==> src/hdl/spbar_pkg.sv <==
// ----------------------------------------------------------------------------
// spbar_pkg - shared types and constants for the spectrum bar renderer
// Field widths, word opcodes, register indexes and reset values.
// ----------------------------------------------------------------------------
`default_nettype none

package spbar_pkg;

  // default sizing
  localparam int MAX_BANDS_DEF     = 8;
  localparam int MAX_LEDS_DEF      = 32;
  localparam int LEVEL_MAX_DEF     = 1023;

  // decay interval base in microseconds
  localparam int DECAY_BASE_US     = 250000;

  // word field widths
  localparam int OP_W              = 2;
  localparam int BAND_W            = 3;
  localparam int LEVEL_W           = 10;
  localparam int TIME_W            = 32;
  localparam int PIXEL_W           = 8;
  localparam int COLOR_W           = 24;

  // register widths
  localparam int NB_W              = 4;
  localparam int LPB_W             = 6;
  localparam int SPEED_W           = 8;
  localparam int CFG_IDX_W         = 3;
  localparam int CFG_DATA_W        = 24;

  // elapsed times at or past the base need no multiply; below it they fit here
  localparam int ELAPSED_W         = $clog2(DECAY_BASE_US);
  // multiplier A operand: elapsed + 1, level or LED position
  localparam int MUL_A_W           = ELAPSED_W + 1;

  typedef enum logic [OP_W-1:0] {
    OP_LEVEL = 2'd0,
    OP_TICK  = 2'd1,
    OP_QUERY = 2'd2,
    OP_CLEAR = 2'd3
  } op_t;

  typedef enum logic [CFG_IDX_W-1:0] {
    REG_NUM_BANDS  = 3'd0,
    REG_LEDS       = 3'd1,
    REG_SPEED      = 3'd2,
    REG_BAR_COLOR  = 3'd3,
    REG_PEAK_COLOR = 3'd4
  } reg_idx_t;

  localparam logic [NB_W-1:0]    NUM_BANDS_RST  = 4'd7;
  localparam logic [LPB_W-1:0]   LEDS_RST       = 6'd16;
  localparam logic [SPEED_W-1:0] SPEED_RST      = 8'd10;
  localparam logic [COLOR_W-1:0] BAR_COLOR_RST  = 24'h0000FF;
  localparam logic [COLOR_W-1:0] PEAK_COLOR_RST = 24'hFF0000;

endpackage

`default_nettype wire

==> src/hdl/spectrum_bar_peak_hold_render_core.sv <==
// ----------------------------------------------------------------------------
// spectrum_bar_peak_hold_render_core - bar graph with peak hold and decay
// Per-band level and held peak, timed peak decay, per-pixel color lookup.
// ----------------------------------------------------------------------------
// One input word is worked at a time; in_ready is high only while the
// sequencer is idle. A level write uses a write state and a clear needs
// none; a time tick multiplies, compares and, if the decay fires, walks
// the bands in use on the single peak read port. A pixel query runs 8
// restoring divide steps for band and position, three passes through the
// shared multiplier, a compare step and the output load; past the bands
// in use only the load follows the divide, and a zero LED count runs the
// load alone. The result sits in an output register, so a new word is
// taken while a query result still waits for out_ready; a further query
// only stalls at its last step if that result has not yet been taken.
// ----------------------------------------------------------------------------
`default_nettype none

module spectrum_bar_peak_hold_render_core #(
  parameter int MAX_BANDS         = spbar_pkg::MAX_BANDS_DEF,
  parameter int MAX_LEDS_PER_BAND = spbar_pkg::MAX_LEDS_DEF,
  parameter int LEVEL_MAX         = spbar_pkg::LEVEL_MAX_DEF
) (
  input  logic                                clk,
  input  logic                                rst,
  // configuration write port
  input  logic                                cfg_we,
  input  logic [spbar_pkg::CFG_IDX_W-1:0]     cfg_index,
  input  logic [spbar_pkg::CFG_DATA_W-1:0]    cfg_data,
  // input words
  input  logic                                in_valid,
  output logic                                in_ready,
  input  logic [spbar_pkg::OP_W-1:0]          op,
  input  logic [spbar_pkg::BAND_W-1:0]        band,
  input  logic [spbar_pkg::LEVEL_W-1:0]       level,
  input  logic [spbar_pkg::TIME_W-1:0]        now_us,
  input  logic [spbar_pkg::PIXEL_W-1:0]       pixel,
  // result words
  output logic                                out_valid,
  input  logic                                out_ready,
  output logic [spbar_pkg::COLOR_W-1:0]       color,
  output logic [spbar_pkg::PIXEL_W-1:0]       pixel_out
);
  import spbar_pkg::*;

  localparam int IW = (MAX_BANDS > 1) ? $clog2(MAX_BANDS) : 1;
  localparam int MW = $clog2(LEVEL_MAX + 1);
  localparam int BW = (MW > SPEED_W) ? MW : SPEED_W;
  localparam int PW = MUL_A_W + BW;
  localparam int DIV_STEPS = PIXEL_W;
  localparam int DCW = $clog2(DIV_STEPS);

  typedef enum logic [10:0] {
    S_IDLE     = 11'b000_0000_0001,
    S_LVLWR    = 11'b000_0000_0010,
    S_TICK_MUL = 11'b000_0000_0100,
    S_TICK_CMP = 11'b000_0000_1000,
    S_DECAY    = 11'b000_0001_0000,
    S_DIV      = 11'b000_0010_0000,
    S_MUL_LV   = 11'b000_0100_0000,
    S_MUL_PK   = 11'b000_1000_0000,
    S_MUL_POS  = 11'b001_0000_0000,
    S_DECIDE   = 11'b010_0000_0000,
    S_FINISH   = 11'b100_0000_0000
  } state_t;

  state_t state;

  // configuration registers
  logic [NB_W-1:0]    num_bands;
  logic [LPB_W-1:0]   leds_per_band;
  logic [SPEED_W-1:0] decay_rate;
  logic [COLOR_W-1:0] bar_rgb;
  logic [COLOR_W-1:0] peak_rgb;

  // band state
  logic [LEVEL_W-1:0] levels [MAX_BANDS];
  logic [LEVEL_W-1:0] peaks  [MAX_BANDS];
  logic [TIME_W-1:0]  last_decay_time;

  // working registers
  logic [IW-1:0]      idx;        // single shared read/write index into the band arrays
  logic [LEVEL_W-1:0] lvl;
  logic [TIME_W-1:0]  elapsed;
  logic [TIME_W-1:0]  now_hold;
  logic [PIXEL_W-1:0] pix;
  logic [LPB_W-1:0]   rem;        // divide remainder, ends as position inside the band
  logic [PIXEL_W-1:0] quo;        // dividend shifting out, quotient shifting in
  logic [DCW-1:0]     div_cnt;
  logic [PW-1:0]      prod;
  logic [PW-1:0]      lv_prod;
  logic [PW-1:0]      pk_prod;
  logic [COLOR_W-1:0] color_hold;

  // effective register values after clamping to the build limits (a zero decay rate counts as one)
  logic [NB_W-1:0]    nb;
  logic [LPB_W-1:0]   lpb;
  logic [SPEED_W-1:0] speed;

  assign nb    = (int'(num_bands) > MAX_BANDS) ? NB_W'(MAX_BANDS) : num_bands;
  assign lpb   = (int'(leds_per_band) > MAX_LEDS_PER_BAND) ?
                 LPB_W'(MAX_LEDS_PER_BAND) : leds_per_band;
  assign speed = (decay_rate == '0) ? SPEED_W'(1) : decay_rate;

  assign in_ready = (state == S_IDLE);

  logic accept;
  assign accept = in_valid && in_ready;

  logic out_free;
  assign out_free = !out_valid || out_ready;

  // array read port
  logic [LEVEL_W-1:0] lvl_rd;
  logic [LEVEL_W-1:0] pk_rd;
  assign lvl_rd = levels[idx];
  assign pk_rd  = peaks[idx];

  // level saturated to the configured full scale
  logic [LEVEL_W-1:0] lvl_sat;
  assign lvl_sat = (int'(level) > LEVEL_MAX) ? LEVEL_W'(LEVEL_MAX) : level;

  // --- shared multiplier; operands picked by the sequencer state ---
  logic [MUL_A_W-1:0] mul_a;
  logic [BW-1:0]      mul_b;

  always_comb begin
    mul_a = '0;
    mul_b = '0;
    case (state)
      S_TICK_MUL: begin
        mul_a = MUL_A_W'(elapsed[ELAPSED_W-1:0]) + MUL_A_W'(1);
        mul_b = BW'(speed);
      end
      S_MUL_LV: begin
        mul_a = MUL_A_W'(lvl_rd);
        mul_b = BW'(lpb);
      end
      S_MUL_PK: begin
        mul_a = MUL_A_W'(pk_rd);
        mul_b = BW'(lpb);
      end
      S_MUL_POS: begin
        mul_a = MUL_A_W'(rem);
        mul_b = BW'(LEVEL_MAX);
      end
      default: begin
        mul_a = '0;
        mul_b = '0;
      end
    endcase
  end

  // Decay fires when elapsed >= floor(BASE / speed). For integers this is
  // (elapsed + 1) * speed > BASE; large elapsed values fire outright.
  logic decay_fire;
  assign decay_fire = (elapsed >= TIME_W'(DECAY_BASE_US)) ||
                      (prod > PW'(DECAY_BASE_US));

  // --- restoring divide step: pixel / lpb, one quotient bit per cycle ---
  logic [LPB_W:0]     trial;
  logic               trial_ge;
  logic [LPB_W-1:0]   rem_next;
  logic [PIXEL_W-1:0] quo_next;

  assign trial    = {rem, quo[PIXEL_W-1]};
  assign trial_ge = (trial >= {1'b0, lpb});
  assign rem_next = trial_ge ? LPB_W'(trial - {1'b0, lpb}) : LPB_W'(trial);
  assign quo_next = {quo[PIXEL_W-2:0], trial_ge};

  // --- pixel decision ---
  // bar: pos < floor(lv*l/M)   <=> lv*l >= (pos+1)*M
  // peak: pos == min(floor(pk*l/M), l-1)
  //   <=> pk*l >= pos*M and (pos is the last LED or pk*l < (pos+1)*M)
  logic [PW-1:0] pos_m1;
  logic          last_led;
  logic          peak_hit;
  logic          bar_hit;

  assign pos_m1   = prod + PW'(LEVEL_MAX);
  assign last_led = (rem == lpb - LPB_W'(1));
  assign peak_hit = (pk_prod >= prod) && (last_led || (pk_prod < pos_m1));
  assign bar_hit  = (lv_prod >= pos_m1);

  // --- control and band state ---
  always_ff @(posedge clk) begin
    if (rst) begin
      state           <= S_IDLE;
      out_valid       <= 1'b0;
      num_bands       <= NUM_BANDS_RST;
      leds_per_band   <= LEDS_RST;
      decay_rate      <= SPEED_RST;
      bar_rgb         <= BAR_COLOR_RST;
      peak_rgb        <= PEAK_COLOR_RST;
      last_decay_time <= '0;
      idx             <= '0;
      div_cnt         <= '0;
      for (int i = 0; i < MAX_BANDS; i++) begin
        levels[i] <= '0;
        peaks[i]  <= '0;
      end
    end else begin
      // a result loaded in S_FINISH replaces the one leaving
      if (out_valid && out_ready && state != S_FINISH) begin
        out_valid <= 1'b0;
      end

      if (cfg_we) begin
        case (reg_idx_t'(cfg_index))
          REG_NUM_BANDS:  num_bands     <= cfg_data[NB_W-1:0];
          REG_LEDS:       leds_per_band <= cfg_data[LPB_W-1:0];
          REG_SPEED:      decay_rate    <= cfg_data[SPEED_W-1:0];
          REG_BAR_COLOR:  bar_rgb       <= cfg_data[COLOR_W-1:0];
          REG_PEAK_COLOR: peak_rgb      <= cfg_data[COLOR_W-1:0];
          default: ;
        endcase
      end

      case (state)
        S_IDLE: begin
          if (accept) begin
            case (op_t'(op))
              OP_LEVEL: begin
                // bands past the array are dropped
                if (int'(band) < MAX_BANDS) begin
                  idx   <= IW'(band);
                  state <= S_LVLWR;
                end
              end
              OP_TICK: begin
                state <= S_TICK_MUL;
              end
              OP_QUERY: begin
                div_cnt <= '0;
                state   <= (lpb == '0) ? S_FINISH : S_DIV;
              end
              OP_CLEAR: begin
                for (int i = 0; i < MAX_BANDS; i++) begin
                  peaks[i] <= '0;
                end
                last_decay_time <= now_us;
              end
              default: ;
            endcase
          end
        end

        S_LVLWR: begin
          levels[idx] <= lvl;
          if (lvl > pk_rd) begin
            peaks[idx] <= lvl;
          end
          state <= S_IDLE;
        end

        S_TICK_MUL: begin
          state <= S_TICK_CMP;
        end

        S_TICK_CMP: begin
          if (decay_fire) begin
            last_decay_time <= now_hold;
            if (nb != '0) begin
              idx   <= '0;
              state <= S_DECAY;
            end else begin
              state <= S_IDLE;
            end
          end else begin
            state <= S_IDLE;
          end
        end

        S_DECAY: begin
          if (pk_rd != '0) begin
            peaks[idx] <= pk_rd - LEVEL_W'(1);
          end
          if (int'(idx) + 1 >= int'(nb)) begin
            state <= S_IDLE;
          end else begin
            idx <= idx + IW'(1);
          end
        end

        S_DIV: begin
          div_cnt <= div_cnt + DCW'(1);
          if (int'(div_cnt) == DIV_STEPS - 1) begin
            // quotient is the band; past the bands in use stays black
            if (int'(quo_next) < int'(nb)) begin
              idx   <= IW'(quo_next);
              state <= S_MUL_LV;
            end else begin
              state <= S_FINISH;
            end
          end
        end

        S_MUL_LV:  state <= S_MUL_PK;
        S_MUL_PK:  state <= S_MUL_POS;
        S_MUL_POS: state <= S_DECIDE;
        S_DECIDE:  state <= S_FINISH;

        S_FINISH: begin
          if (out_free) begin
            out_valid <= 1'b1;
            state     <= S_IDLE;
          end
        end

        default: state <= S_IDLE;
      endcase
    end
  end

  // --- datapath registers ---
  always_ff @(posedge clk) begin
    prod <= PW'(mul_a) * PW'(mul_b);

    if (accept) begin
      lvl        <= lvl_sat;
      elapsed    <= now_us - last_decay_time;
      now_hold   <= now_us;
      pix        <= pixel;
      rem        <= '0;
      quo        <= pixel;
      color_hold <= '0;
    end

    if (state == S_DIV) begin
      rem <= rem_next;
      quo <= quo_next;
    end

    if (state == S_MUL_PK) begin
      lv_prod <= prod;
    end

    if (state == S_MUL_POS) begin
      pk_prod <= prod;
    end

    if (state == S_DECIDE) begin
      // peak marker wins over the bar
      if (peak_hit) begin
        color_hold <= peak_rgb;
      end else if (bar_hit) begin
        color_hold <= bar_rgb;
      end else begin
        color_hold <= '0;
      end
    end

    if (state == S_FINISH && out_free) begin
      color     <= color_hold;
      pixel_out <= pix;
    end
  end

endmodule

`default_nettype wire

==> config.mk <==
export PLATFORM = sky130hd
export DESIGN_NAME = spectrum_bar_peak_hold_render_core
export DESIGN_NICKNAME = d
export VERILOG_FILES = /design/src/hdl/spbar_pkg.sv /design/src/hdl/spectrum_bar_peak_hold_render_core.sv
export SDC_FILE = /design/constraint.sdc
export NUM_CORES = 1
export LEC_CHECK = 0
export BUFFER_PORTS_ARGS = -buffer_cell sky130_fd_sc_hd__buf_4
export CORE_ASPECT_RATIO = 0.7
export CORE_UTILIZATION = 55
export CTS_CLUSTER_DIAMETER = 150
export CTS_CLUSTER_SIZE = 8
export DETAILED_ROUTE_END_ITERATION = 16
export PLACE_DENSITY_LB_ADDON = 0.05
export SYNTH_ARGS = -nofsm -noshare
export SYNTH_HDL_FRONTEND = slang
export SYNTH_SLANG_ARGS = --single-unit
==> constraint.sdc <==
create_clock -name clk -period 19 [get_ports clk]
set_input_delay 5.7 -clock clk [delete_from_list [all_inputs] [get_ports clk]]
set_output_delay 5.7 -clock clk [all_outputs]
set_load 0.005 [all_outputs]
# Yosys cells after proc, flatten, opt, wreduce, memory -nomap -nowiden
# Memories as Yosys holds them, arrays and structs flattened. A register that Yosys moved wholly into a read port is not among the register bits.
# Cells that the tools add are included.
# Widths: inputs -> output; s select.
# totals
word_cells	198
mem_bits_rw	160
input_bits	87
output_inout_bits	34
reg_bits	355
latchBits	0
romBits	0
n_memories	2
# op_classes
shifts	0
mux	79
multipliers	1
n_addsub	9
div	0
n_reduce_logical	32
eq_ne	33
n_bitwise	9
magnitude_cmp	11
# mem_list
memory	depth	word_bits	read_ports	rd_ports_with_merged_regs	wr	line	text
levels	8	10	1	1	8	spectrum_bar_peak_hold_render_core.sv:76	logic [LEVEL_W-1:0] levels [MAX_BANDS];
peaks	8	10	1	1	8	spectrum_bar_peak_hold_render_core.sv:77	logic [LEVEL_W-1:0] peaks [MAX_BANDS];
# op_table
operator	count
$mux 10	11
$pmux 11 s10	1
$mux 24	4
$mux 32	3
$mux 11	7
$pmux 19 s4	1
$pmux 32 s2	1
$ge 29x29->1	2
$mux 3	15
$pmux 11 s3	1
$ge 32x18->1 const B	1
$sub 32x32->32	1
$pmux 10 s3	1
$add 29x10->29 const B	1
$gt 29x18->1 const B	1
$lt 29x29->1	1
$mul 19x10->29	1
$mux 6	4
$mux 8	3
$mux 1	23
$reduce_or 10->1	2
$add 18x1->19 const B	1
$ne 2x2->1 const B	7
$pmux 3 s4	1
other kinds (51)	80

# Depth between registers and ports, before layout
# Gate-level depths: netlist of run 1.
# logic_depth
ltp_word	9
depth_mapped	30
mapped_depth_nobuf	29

# Least setup slack after synthesis of run 1
# No wires, ideal clock.
# synth_path
kind	input -> register
from	input now_us[1] (netlist bit)
to	register elapsed[29] (data pin)
setup_slack_ns	10.948
cell_stages	11
setup_time_ns	0.266
t_required_ns	18.734
path_buffers	0
t_arrival_ns	7.786
cell_sequence	ha_1 -> nor2b_1 -> o31a_1 -> o21ai_1 -> a21boi_1 -> a221oi_2 -> o31ai_1 -> a31oi_1 -> o21ai_1 -> o41ai_1 -> xnor2_1
# synth_between
elab_chain_cells	1
# synth_rtl
element	line	text
start: declaration	spectrum_bar_peak_hold_render_core.sv:35	input logic [spbar_pkg::TIME_W-1:0] now_us,
$sub 32x32->32	spectrum_bar_peak_hold_render_core.sv:320	elapsed <= now_us - last_decay_time;
end signal: assignment	spectrum_bar_peak_hold_render_core.sv:320	
end: declaration	spectrum_bar_peak_hold_render_core.sv:83	logic [TIME_W-1:0] elapsed;
# No other way between the ends.
# A chain may end at the register's enable or synchronous reset.

# Final worst setup path of run 1
# layout_path
from	register state[0]
to	register prod[27]
# layout_between
elab_chain_cells	4
elab_cells_between_ends	8
cone_classes	mul (1); eq/ne (4); mux (2); reduce/logical (1)
# layout_rtl
element	line	text
start: declaration	spectrum_bar_peak_hold_render_core.sv:66	state_t state;
start signal: assignment	spectrum_bar_peak_hold_render_core.sv:234	state <= (lpb == '0) ? S_FINISH : S_DIV;
$eq 11x8->1 or $eq 11x7->1 (tied branches)	spectrum_bar_peak_hold_render_core.sv:129	case (state)
$reduce_or 2->1 (no line)	--	
$pmux 10 s3	spectrum_bar_peak_hold_render_core.sv:129	
$mul 19x10->29 (*)	spectrum_bar_peak_hold_render_core.sv:316	prod <= PW'(mul_a) * PW'(mul_b);
end signal: assignment	spectrum_bar_peak_hold_render_core.sv:316	
end: declaration	spectrum_bar_peak_hold_render_core.sv:89	logic [PW-1:0] prod;
# Every way passes the cells marked *; elsewhere a longest branch is shown, timed or not.

==> results of run 1 <==
final cells by class:
cell class	count	area share [%]
multi-input combinational	2025	45.2
clock buffer	120	5.88
sequential	518	40.3
inverter	251	2.70
clock inverter	6	0.347
tap	740	2.65
timing repair buffer	138	2.96
cells in the mapped netlist (all sizes together) (11+ instances only):
master	count
nand4	28
xnor2	75
nand2	345
nor3	50
nand3b	21
a21oi	146
ha	220
or2	16
o21a	16
xor2	30
mux2i	81
nand3	40
a211o	11
inv	250
buf	32
dfxtp	148
clkbuf	67
nor2	289
a21o	50
and2	71
mux4	40
and3	33
nor4	18
nand2b	25
o21ai	52
a211oi	45
nor2b	43
edfxtp	370
fa	135
kinds of logic (layout without fill, tap and decap cells):
family | Yosys count | after routing | share of synthesized area, %
buffers and inverters | 350 | 515 | 4.58
multiplexers | 122 | 122 | 5.68
other | 2 | 27 | 0.0241
XOR/XNOR | 105 | 105 | 2.95
adder cells (fa/ha/maj) | 355 | 355 | 17.5
flip-flops | 518 | 518 | 45.2
AND/OR/NAND/NOR | 1011 | 1011 | 15.4
AO/OA/AOI/OAI | 405 | 405 | 8.66
flip-flops by register name, indices dropped and copies added, names as in the netlist, 3 cells and up, named ones only:
| name | flops |
|---|---|
| rem | 6 |
| lv_prod | 29 |
| pixel_out | 8 |
| last_decay_time | 32 |
| peak_rgb | 24 |
| state | 11 |
| idx | 3 |
| bar_rgb | 24 |
| decay_rate | 8 |
| pix | 8 |
| div_cnt | 3 |
| lvl | 10 |
| now_hold | 32 |
| peaks | 80 |
| prod | 29 |
| num_bands | 4 |
| color | 24 |
| levels | 80 |
| leds_per_band | 6 |
| quo | 8 |
| pk_prod | 29 |
| elapsed | 32 |
| color_hold | 24 |
worst min-delay path by stage:
stage,startpoint,endpoint,slack (ns),cells past startpoint
floorplan,color_hold[0],color[0],0.40,0
global placement,color_hold[6],color[6],0.40,0
detailed placement,color_hold[10],color[10],0.41,0
CTS,color_hold[10],color[10],0.42,0
global route,color_hold[15],color[15],0.43,0
finish,color_hold[10],color[10],0.41,0
power by group through the flow:
| stage | Clock (W) | Combinational (W) | Sequential (W) |
|---|---|---|---|
| final | 0.00123 | 0.000720 | 0.00147 |
| after global routing | 0.00130 | 0.000795 | 0.00148 |
| after CTS | 0.00125 | 0.000718 | 0.00147 |
| after detailed placement | 0 | 0.000713 | 0.00149 |
| after global placement | 0 | 0.000700 | 0.00149 |
| after floorplan | 0 | 0.000527 | 0.00144 |
critical path, cell delays in order, from the launching register on:
cell and delay [ns]:
dfxtp_1 0.33, nor2_1 0.38, nand3_1 0.13, nor3_1 0.37, nand3_1 0.48, nand2_1 0.52
a221o_1 0.73, nand2_1 0.17, fa_1 0.58, inv_1 0.06, fa_1 0.52, fa_1 0.44
fa_1 0.55, inv_1 0.06, fa_1 0.54, inv_1 0.05, ha_1 0.39, a21oi_1 0.31
o21ai_0 0.15, a311o_1 0.41, nor3_1 0.14, a21o_1 0.18, o21ai_0 0.16, nor3_1 0.23
o21bai_1 0.13, a21oi_1 0.18, xnor2_1 0.13
layer usage:
metal  vias to the layer above  track usage [%]
met2                       767             36.3
met4                         0             6.67
met3                        93             6.30
met5                         -                0
li1                      10300                -
met1                     10500             40.5
through the flow:
stage / hold WS (ns) / worst slack [ns] / util [%] / std cells / power, W
CTS: 0.416 / 10.68 / 62.9 / 3798 / 0.00344
global route: 0.425 / 10.09 / 62.9 / 3798 / 0.00358
finish: 0.415 / 10.59 / 62.9 / 3798 / 0.00343
detailed placement: 0.405 / 10.33 / 59.0 / 3672 / 0.00220
floorplan: 0.400 / 10.95 / - / 2893 / 0.00196
global placement: 0.401 / 10.43 / 59.0 / 3672 / 0.00219
==> results.md, run 1 <==
- The first-pass GRT wire length is 117 mm.
- The number of buffers added on ports is 120.
- After floorplanning, the core was divided into 72 placement rows.
- The reported max-cap violation count is 0.
- The number of global-route vias before repair is 21,100.
- The worst hold path belongs to the class reg -> reg.
- Ranked by total cell area, the synthesized netlist is headed by edfxtp_1 36%, dfxtp_1 9.5%, ha_1 8.8%.
- The clock net in this run drives a total of 518 sinks.
- The CTS tree is built.
- The repair_antennas step left the layout with diodes totalling 0.
- The multi-input combinational cells in the finished layout cover a total of 15,800 sq um.
- Data on the critical path arrives at its endpoint at 8.94 ns.
- For this design the total switching power over the nets is 0.00103 W.
- In the final routing, the length of wire on met1 measures 35.7 mm.
- The analysis attributes to cell leakage a power of 14.1 nW.
- In the routed design, unresolved DRC markers number 0.
- The capturing element of the worst setup path is prod[27].
- The routed length per placed instance is 19.6 um.
- The wire length after detailed routing is 74.3 mm.
- In this run the tightest slew margin relative to its limit is 22.0%.
- The share of cells above drive strength 1 is 10.5%.
- The first detailed-routing pass ran for 5 iterations.
- The initial antenna violation count is 1.
- Summed over all nets, the half-perimeter wirelength after detailed placement is 54.7 mm.
- The clock-pin transition on the worst setup and hold timing paths is 0.05 ns.
- Setup repair after global routing left no endpoint under its margin.
- The maximum frequency from static timing analysis is 0.119 GHz.
- The source of the worst register-to-register timing path is state[0].
- The maximum root-to-sink buffer count is 3.
- The routability congestion estimate is 0.911.
- The register-to-register path setup slack is 10.59 ns.
- The total congestion overflow is 0.
- The biggest area consumer among synthesized cells is edfxtp_1.
- The maximum clock skew at final layout is 0.0284 ns.
- The cell depth of the worst flop-to-flop path is 26.
- After layout, the worst path uses 44.3% of the clock period.
- The root buffer cell chosen for the clock tree is clkbuf_16.
- The number of gates resized after CTS was 0.
- At the worst endpoint, the required time is 19.52 ns.
- The final-report hold violation count came to 0.
- The area share of the largest cell type after synthesis is 35.7%.
- The critical path is of the reg -> reg type.
- The core region is 55,600 sq um.
- The design internal power is 0.00239 W.
- Among all flip-flop cells after synthesis, the most frequent one is edfxtp_1.
- The power density relative to cell area is 98.0 nW/um^2.
- IR analysis of the VDD net gives a maximum drop of 89.8 uV.
- The area growth from synthesis to layout is 12.2%.
- Counting flops and latches in the post-synthesis netlist gives 518.
- The initial utilization of the core area, before any placement, comes to 56.1%.
- The share of the yosys chip area belonging to registers is 45.2%.
- The synthesized netlist occupies a cell area of 31,200 sq um.
- The die boundary width is 286 um.
- The total negative slack is 0 ns.
- Clock latency on the worst-skew pair, taken at its later pin, is 0.62 ns.
- The number of synthesized flops with an enable pin is 370.
- For the finished layout, the period the worst path requires is 8.41 ns.
- Net switching is 30.1% of the power.
- In this run the worst setup path begins at state[0].
- The first routing iteration left 1,921 violations.
- The placed instance area is 32,800 sq um.
- The transition time of the tightest slew-check pin is 1.17 ns.
- Summing all non-filler instances in the final layout gives an area of 35,000 sq um.
- Dividing the detail-routed via count by the number of cells gives 5.71.
- The sequential power share is 42.9%.
- The total vias in the final route is 21,700.
- The height of the die is 201 um.
- The hold-fix buffer count after cts is 0.
- The count of nets left with antenna violations after detail routing is 0.
- The total routing usage reported by global routing is 26.1%.
- The final number of setup-violating endpoints is 0.
- The run finished with clean final reports.
- The highest metal layer carrying signal wires in the routed design is met4.
- Synthesis produced 2,868 cells.
- The total met3 wirelength after detailed routing is 6.68 mm.
- The number of setup buffers added after CTS is 0.
- The routed length on met2 is 30.6 mm.
- The number of buffers added by the clock tree synthesis step is 74.
- The area occupied by registers is 14,100 sq um.
- The largest fanout of any net on the critical path is 17.
- Entering global routing, the biggest net connects 86 pins.
- The synthesized area per cell is 10.9 sq um.
- The final net count is 3,450.
- The commonest non-fill, non-tap cell in the layout is edfxtp_1.
- The worst register-to-register path ends at prod[27].
- The H-tree was split into 3 levels.
- Counting the fill cells in the layout gives 4,402.
- The top cell types in the final layout, fill and taps aside, are 370 x edfxtp_1, 337 x nand2_1, 288 x nor2_1.
- The number of distinct standard cells referenced by the synthesized netlist is 90.
- The die covers 57,600 sq um.
- The number of top-level pins is 121.
- STA classifies the critical path endpoint as a flop.
- Of all flip-flops after synthesis, the portion carrying an async set or reset was 0%.
- The clock network accounts for 36.0% of the total power.
- For this run, the number of Yosys warnings is 0.
- STA classifies the critical path startpoint as a flop.
- The number of max-slew violations in the final report was 0.
- The share of power burned in combinational logic is 21.0%.
No activity file was read; power rests on OpenSTA's default activity.
==> run 2, diff against run 1 <==
==> constraint.sdc (replaced) <==
create_clock -name clk -period 7.05 [get_ports clk]
set_input_delay 2.115 -clock clk [delete_from_list [all_inputs] [get_ports clk]]
set_output_delay 2.115 -clock clk [all_outputs]
set_load 0.005 [all_outputs]
==> results.md, run 2 (synthesis gave the netlist of run 1 again) <==
- Setup violations remaining at the end of the flow were counted as 0.
- The total routing usage reported by global routing is 25.9%.
- TritonCTS built the clock tree.
- Between clock sinks in the finished design, the worst skew comes to 0.0358 ns.
- The number of hold buffers added after CTS was 0.
- The count of cells along the worst hold path is 0.
- The number of max-slew violations in the final report is 0.
- The highest-delay cell along the critical path is fa_1.
- 121 I/O pins were placed.
- The run finished with clean final reports.
- The die is 201 um tall.
- The static leakage power is 14.6 nW.
- In the final design database the tool counted 3,541 nets.
- Setup repair after global routing could not meet its margin everywhere.
- The final total power is 0.00933 W.
- The total die area is 57,600 sq um.
- After routing the design area is 35,900 sq um.
- The share of cells above drive strength 1 is 14.2%.
- The number of design-rule violations left by the first detailed-router iteration is 1,810.
- The number of global-route vias before repair was 21,400.
- For the pin with the worst max-slew slack, the measured transition is 1.09 ns.
- The endpoint of the worst-slack reg-to-reg timing path is prod[27].
- The congestion estimate from routability-driven global placement came to 0.905.
- The clock-pin transition on the worst setup and hold timing paths is 0.05 ns.
- VDD sags by at most 232 uV.
- The half-perimeter wire length after placement is 54.5 mm.
- Summing over every cut layer, the via total after detailed routing is 21,900.
- The largest registers in the layout are levels x80, peaks x80.
- Entering global routing, the biggest net connects 85 pins.
- The number of placement rows is 72.
- The H-tree generated during clock tree synthesis spans 3 levels.
- The maximum frequency from static timing analysis is 0.148 GHz.
- In the layout the commonest cells are 370 x edfxtp_1, 333 x nand2_1, 283 x nor2_1.
- Across the run, the number of max-cap violations was 0.
- STA puts the critical path data arrival time at 7.29 ns.
- The initial utilization of the core area, before any placement, comes to 56.1%.
- In this run the worst path has a maximum fanout of 7.
- The worst min-delay path endpoint is color[16].
- The first-pass detailed-route iteration total is 7.
- For the worst flop-to-flop path, the logic depth is 24.
- The root buffer cell chosen for the clock tree is clkbuf_16.
- After global routing the overflow that remains totals 0.
- The wire length after detailed routing is 73.9 mm.
- The cell count after placement is 3,758.
- The power density relative to cell area is 260 nW/um^2.
- The clock net in this run drives a total of 518 sinks.
- From synthesis to final layout, the design area changed by 15.3%.
- The commonest non-fill, non-tap cell in the layout is edfxtp_1.
- The first global-routing pass estimated 117 mm of wire.
- The die boundary width is 286 um.
- The via count normalized by instance count is 5.63.
- The worst setup path is launched from a flop.
- The delay of the slowest cell on the worst path is 0.59 ns.
- The worst setup path category is reg -> reg.
- The critical path goes through buf_4, mux4_1, mux2_2, inv_1, o221ai_4, nor2b_1, fa_1, fa_1, fa_1, fa_1, inv_1, fa_1, inv_1, ha_1, a21oi_2, o21ai_0, a311o_1, nor3_1, a21o_1, o21ai_2, nor3_2, o21bai_1, a21oi_1, xnor2_1.
- The final-report hold violation count was 0.
- Dividing the final minimum period by the clock period gives 96.0%.
- The clock reaches the later pin of the worst-skew pair after 0.62 ns.
- The final routed DRC violation total is 0.
- Port buffering added 120 buffers.
- The shortest period the worst path allows is 6.77 ns.
- The routed length per placed instance is 19.0 um.
- At the worst endpoint, the required time is 7.57 ns.
- The initial antenna violation count is 0.
- The cell that appears most often on the critical path is fa_1.
- The worst-case hold slack is 0.410 ns.
- The count of nets left with antenna violations after detail routing is 0.
- The register-to-register path setup slack is 0.28 ns.
- The count of placed standard cells in the final layout, fillers left out is 3,889.
- The maximum root-to-sink buffer count is 3.
- The worst hold path begins at color_hold[16].
- The diode insertion count for antenna repair is 0.
- The worst setup path is captured at a flop.
- The placed instance area is 33,500 sq um.
- The number of buffers added by the clock tree synthesis step is 74.
- The worst slew margin relative to its limit is 27.2%.
- The path class of the tightest hold or removal check is reg -> reg.
- In this run the standard cell core region covers 55,600 sq um.
-- run 2: changes by cell type in the layout (fill, tap and decap cells not counted), sizes merged --
cell / delta
buf: +89
clkbuf: +4
clkinv: -2
clkinvlp: +1
inv: -1
-- run 2: worst max-delay path by stage --
stage / endpoint / slack (ns) / depth (start not counted)
after floorplan: prod[28] / 0.008 / 29
after CTS: prod[27] / 0.001 / 24
final: prod[27] / 0.28 / 24
after detailed placement: prod[28] / -0.14 / 26
after global routing: prod[27] / -0.04 / 29
after global placement: prod[28] / 0.02 / 26
-- run 2: per-layer routing --
metal,wire length (um),share of wire [%],GRT usage [%],up-vias
li1,-,-,-,10500
met1,35800,48,39.7,10600
met2,31100,42,37.2,675
met3,5610,7.6,5.76,98
met4,1340,1.8,6.26,0
met5,0,0,0,-
-- run 2: per-stage QoR --
step	worst slack [ns]	util (%)	TNS (ns)
2_1_floorplan	0.00752	-	0
3_3_place_gp	0.0244	60.3	0
3_5_place_dp	-0.141	60.3	-0.251
4_1_cts	0.00110	64.2	0
5_1_grt	-0.0388	64.6	-0.0539
6_report	0.280	64.6	0
-- run 2: what timing repair did --
item	CTS	global route
cloned	0	2
endpoints found under the setup margin	3	9
buffers inserted	0	3
pin swaps	1	8
resized for setup	7	43
-- run 2: worst max-delay path: cells and delay by family, from the launching register on --
family / cells / cell delay [ns]
AOI/OAI and AO/OA: 8 / 1.34
muxes: 2 / 0.87
and+or+nand+nor: 3 / 0.48
adders and majority gates: 6 / 2.99
xor gates and xnor gates: 1 / 0.13
buffers and inverters: 4 / 0.46
DFF: 1 / 0.40
-- run 2: layout make-up --
type	count	area, sq um
repair buffers	229	1840
multi-input cells	2025	16000
inverters	251	946
fillers	4394	19700
well taps	740	926
clock inverters	4	75.1
clock buffers	122	2060
flip-flops and latches	518	14100
-- run 2: report_power, final --
group | switching (W) | leakage (nW) | internal [W]
Sequential | 0.000260 | 4.77 | 0.00368
Combinational | 0.00121 | 8.83 | 0.000884
Clock | 0.00130 | 1.02 | 0.00199
Total | 0.00278 | 14.6 | 0.00656
